## src/modexp_pkg.sv

```systemverilog
// ---------------------------------------------------------------------------
// Modular exponentiation package
// Shared constants and control types for the modulo-1000000007 exponentiator.
// ---------------------------------------------------------------------------
package modexp_pkg;

   // Field widths of the transfer payloads.
   localparam int BASE_W = 31;
   localparam int RES_W  = 30;

   // The prime modulus and the fixed exponent that yields the inverse.
   localparam logic [RES_W-1:0] MODULUS      = 30'd1000000007;
   localparam logic [RES_W-1:0] INV_EXPONENT = 30'd1000000005;

   // Barrett constant floor(2^60 / MODULUS), used by the multiplier.
   localparam logic [30:0] BARRETT_MU = 31'((64'd1 << 60) / 64'(MODULUS));

   // Operation codes.
   localparam logic OP_POWER   = 1'b0;
   localparam logic OP_INVERSE = 1'b1;

   // Commands from the controller to the datapath.
   typedef struct packed {
      logic load;
      logic start_mul;
      logic update;
      logic emit;
   } ctrl_cmd_type;

   // Status from the datapath to the controller.
   typedef struct packed {
      logic exp_zero;
      logic mul_done;
   } dp_status_type;

endpackage

```

## src/modexp_ctrl.sv

```systemverilog
// ---------------------------------------------------------------------------
// Modular exponentiation controller
// Sequences the square-and-multiply rounds and the response handshake.
// ---------------------------------------------------------------------------
module modexp_ctrl (
   input  logic                      clock,
   input  logic                      reset,
   input  logic                      req_valid,
   output logic                      req_ready,
   output logic                      rsp_valid,
   input  logic                      rsp_ready,
   input  modexp_pkg::dp_status_type status,
   output modexp_pkg::ctrl_cmd_type  cmd
);

   typedef enum logic [3:0] {
      ST_IDLE   = 4'b0001,
      ST_CHECK  = 4'b0010,
      ST_MUL    = 4'b0100,
      ST_FINISH = 4'b1000
   } state_type;

   state_type state_ff, state_in;
   logic      rsp_valid_ff, rsp_valid_in;

   // Next state and commands.
   always_comb begin
      state_in = state_ff;
      cmd      = '0;
      unique case (state_ff)
         ST_IDLE: begin
            if (req_valid) begin
               cmd.load = 1'b1;
               state_in = ST_CHECK;
            end
         end
         ST_CHECK: begin
            if (status.exp_zero) begin
               state_in = ST_FINISH;
            end else begin
               cmd.start_mul = 1'b1;
               state_in      = ST_MUL;
            end
         end
         ST_MUL: begin
            if (status.mul_done) begin
               cmd.update = 1'b1;
               state_in   = ST_CHECK;
            end
         end
         ST_FINISH: begin
            if (!rsp_valid_ff || rsp_ready) begin
               cmd.emit = 1'b1;
               state_in = ST_IDLE;
            end
         end
         default: begin
            state_in = ST_IDLE;
         end
      endcase
   end

   // The response register is filled by emit and freed by a transfer.
   always_comb begin
      priority if (cmd.emit) begin
         rsp_valid_in = 1'b1;
      end else if (rsp_ready) begin
         rsp_valid_in = 1'b0;
      end else begin
         rsp_valid_in = rsp_valid_ff;
      end
   end

   always_ff @(posedge clock) begin
      if (reset) begin
         state_ff     <= ST_IDLE;
         rsp_valid_ff <= 1'b0;
      end else begin
         state_ff     <= state_in;
         rsp_valid_ff <= rsp_valid_in;
      end
   end

   assign req_ready = (state_ff == ST_IDLE);
   assign rsp_valid = rsp_valid_ff;

endmodule

```

## config.mk

```make
export PLATFORM = sky130hd
export DESIGN_NAME = modexp_ctrl
export DESIGN_NICKNAME = d
export VERILOG_FILES = /design/src/modexp_pkg.sv /design/src/modexp_ctrl.sv
export SDC_FILE = /design/constraint.sdc
export NUM_CORES = 1
export LEC_CHECK = 0
export CORE_AREA = 2 2 39 41
export CTS_CLUSTER_DIAMETER = 50
export DETAILED_ROUTE_END_ITERATION = 8
export DIE_AREA = 0 0 41 43
export DONT_BUFFER_PORTS = 1
export HOLD_SLACK_MARGIN = 0.05
export PLACE_DENSITY_LB_ADDON = 0.3
export SLEW_MARGIN = 15
export SYNTH_ARGS = -nofsm -noshare
export SYNTH_HDL_FRONTEND = slang
export SYNTH_SLANG_ARGS = --single-unit
```

## constraint.sdc

```tcl
create_clock -name clock -period 2.2 [get_ports clock]
set_input_delay 0.33 -clock clock [delete_from_list [all_inputs] [get_ports clock]]
set_output_delay 0.33 -clock clock [all_outputs]
set_load 0.01 [all_outputs]
```

# Word level (Yosys, flattened, before mapping)
# Index checks and enable logic that the tools add are counted.
# totals
ff_bits	5
inputBits	6
out_inout_bits	6
word_cells	28
# classes
eq_ne	7
n_mux	15
reduce_logical	4
# op_table
cell	count
4-bit 2-to-1 mux	4
4-bit case mux with 4 select lines	1
1-bit 2-to-1 mux	10
2-bit != test, second input constant	3
4-bit by 1-bit equality test with 1-bit output, second input constant	1
4-bit by 2-bit equality test with 1-bit output, second input constant	1
4-bit by 3-bit equality test with 1-bit output, second input constant	1
4-bit equality test, second input constant	1
3-bit AND reduction	1
2-bit nonzero test	1
1-bit logical NOT	1
1-bit logical OR	1

# Depth between registers and ports, before layout
# logic_depth
ltp_word	5
depth_mapped	5
mapped_depth_nobuf	3

# Worst setup path after synthesis
# Ideal clock, no wire load.
# synth_path
kind	flip-flop to output port
startpoint	register state_ff[3]
endpoint	output port cmd[3] (netlist name)
t_arrival_ps	1009
required_ps	1870
path_slack_ps	861
stages_incl_launch_ff	4
n_path_buf	1
path_cell_list	dfxtp_1 > buf_6 > nor4b_4 > and2_1
# synth_rtl
item	line	text
start, declared	modexp_ctrl.sv:23	state_type state_ff, state_in;
start signal, assigned	modexp_ctrl.sv:79	state_ff <= state_in;
end, declared	modexp_ctrl.sv:13	output modexp_pkg::ctrl_cmd_type cmd

==> out/results.tsv <==
metric	value	unit
Worst Hold Launch	reset	
critical path startpoint category	flip-flop	
clock buffer depth	2	
commonest non-fill, non-tap cell in the layout	dfxtp_1	
Syn Area/Cell	8.79	µm²
met1 wire length	308	µm
P_leak	0.115	nW
Slowest-stage cell, CP	dfxtp_1	
Layout Nets	44	
CP Buf/Inv Count	0	
Final Skew	0.00122	ns
CTS Hold Bufs	0	
R2R cell count	3	
flop2flop setup slack	0.79	ns
fillers	163	
critical path depth	2	
Met2 Wirelength	282	µm
clk_lat worst skew	0.24	ns
Cell variety after synth	22	
initial antenna violation count	0	
Post-Synthesis Net Count	44	
share of layout cells above drive strength 1	13.5	%
instance area at placement	312	µm²
drt first pass iters	2	
antenna cells	0	
Cell Area, Synth	334	µm²
routed wire length	645	µm
Least-Margin Pin Slew	0.535	ns
Max-cap violations	0	
first-pass GRT wire length	1010	µm
worst setup path start	state_ff[0]	
status	finished, final reports clean	
Post-DP HPWL	459	µm
Int Power	0.179	mW
final slew viol count	0	
TritonCTS buffer count	3	
Starting Density	24.1	%
Reg clk slew, reported paths	0.05	ns
total track usage	8.84	%
Clock power frac	44.5	%
Async S/R FF share, synth	0	%
NetSw	0.0635	mW
# Post-CTS Setup Buffers	0	
Ports	12	
crit path max fanout	10	
met3 wire len	40	µm
DR top layer	met4	
DP Worst Slack	0.749	ns
Iter 0 DRT Violations	3	
max_slew headroom	64.0	%
Final ANT Viol Nets	0	
Setup-failing EPs final	0	
EDFF count, synth	0	
Gate power share	11.6	%
CP Capture Type	output port	
crit path DAT	1.37	ns
area occupied by multi-input gates	188	µm²
worst-path cell chain	nor4b_4 -> and2_1	
GP Congestion	0.686	
Finished Core Util	24.4	%
post-synthesis sequential area ratio	30.0	%
Critical Path Max Stage Delay	0.51	ns
Yosys reg bits	5	
final worst setup slack	0.502	ns
endpoints failing hold	0	
total die area	1760	µm²
Core Area	1380	µm²
Req. time, crit path	1.87	ns
clk root buf	clkbuf_4	
chip height	43	µm
GRT Residual Overflow	0	
# clock sinks	5	
drt wl/cell	12.2	µm
largest net degree at the start of global routing	11	
commonest non-fill, non-tap cells in the layout	5 x dfxtp_1, 4 x nor2_1, 3 x nand2_1, 3 x nand3b_1, 3 x clkbuf_4	
power per standard cell area	718	nW/µm²
vias in the first global route	248	
Hold WC Path Type	input pin to flip-flop	
CTS tree	yes	
Die X	41	µm
FF-to-FF Start	state_ff[0]	
Switching Fraction	26.2	%
Residual DRC	0	
htree depth	1	
register area	100	µm²
WHS Path Cells	1	
# port buffers	0	
fmax	589	MHz
final period utilization	77.2	%
Sum Neg Setup Slack	0	ns
Worst Path Class, Setup	flip-flop to output port	
Max VDD drop	0.000198	V
vias per cell	5.00	
design area	338	µm²
post-CTS resize count	0	
RSZ-0062 raised after global routing	false	
# rows	14	
total number of vias	265	
Post-synth top flop	dfxtp_1	
Post-Syn Instances	38	
min Tclk post-route	1.70	ns
CP top delay family	simple AND/OR/NAND/NOR gates	
YS warnings	0	
Reg power frac	43.9	%
synth-to-layout area growth	1.12	%
worst reg2reg max path, delay by kind of cell, from the launching register on:
family	cells	cell delay, ns
compound gates	2	0.40
flops	1	0.51
simple gates	1	0.39
through the flow:
stage	hold WS, ns	total power [mW]	cells
2_1_floorplan	0.399	0.137	38
3_3_place_gp	0.402	0.136	49
3_5_place_dp	0.402	0.137	49
4_1_cts	0.145	0.247	53
5_1_grt	0.142	0.258	53
6_report	0.151	0.243	53
power groups by stage:
stage | clock (mW) | combinational, mW | sequential, mW
6_report | 0.108 | 0.0280 | 0.107
5_1_grt | 0.118 | 0.0315 | 0.108
4_1_cts | 0.112 | 0.0285 | 0.107
3_5_place_dp | 0 | 0.0283 | 0.108
3_3_place_gp | 0 | 0.0284 | 0.108
2_1_floorplan | 0 | 0.0396 | 0.0978
per-layer routing:
metal  GRT usage [%]  up-vias
met5               0        -
met4            10.0        0
met3            3.14        2
met2            11.9        8
met1            9.32      124
li1                -      131
logic make-up after synthesis:
group                     Yosys count  share of synthesized area [%]
xor gates and xnor gates            1                           2.62
DFF                                 5                           30.0
buffers and inverters               6                           13.9
and+or+nand+nor                    20                           38.9
AOI/OAI and AO/OA                   6                           14.6
registers in the layout, summed over array words and instances (netlist names):
| name | flops |
|---|---|
| state_ff | 4 |
| rsp_valid | 1 |
cell usage after synthesis (2+ instances only):
| library cell | number | area share, % |
|---|---|---|
| nor2_1 | 4 | 4.5 |
| buf_6 | 2 | 6.7 |
| dfxtp_1 | 5 | 30 |
| nand3b_1 | 3 | 6.7 |
| nor3_1 | 2 | 3.0 |
| nor2b_1 | 2 | 3.7 |
| buf_4 | 2 | 4.5 |
| a21oi_1 | 2 | 3.0 |
| nand2_1 | 3 | 3.4 |
path summary, 6_finish.rpt:
check / endpoint
worst max-delay path: cmd[3]
worst min-delay path: state_ff[2]
worst max register to register: state_ff[0]
worst min register to register: state_ff[2]
layout make-up:
cell class              count  share of cell area [%]
multi-input cells          27                    55.6
well taps                  16                    5.93
inverters                   1                    1.11
flip-flops and latches      5                    29.6
clock buffers               4                    7.78
No activity file was read; power rests on OpenSTA's default activity.
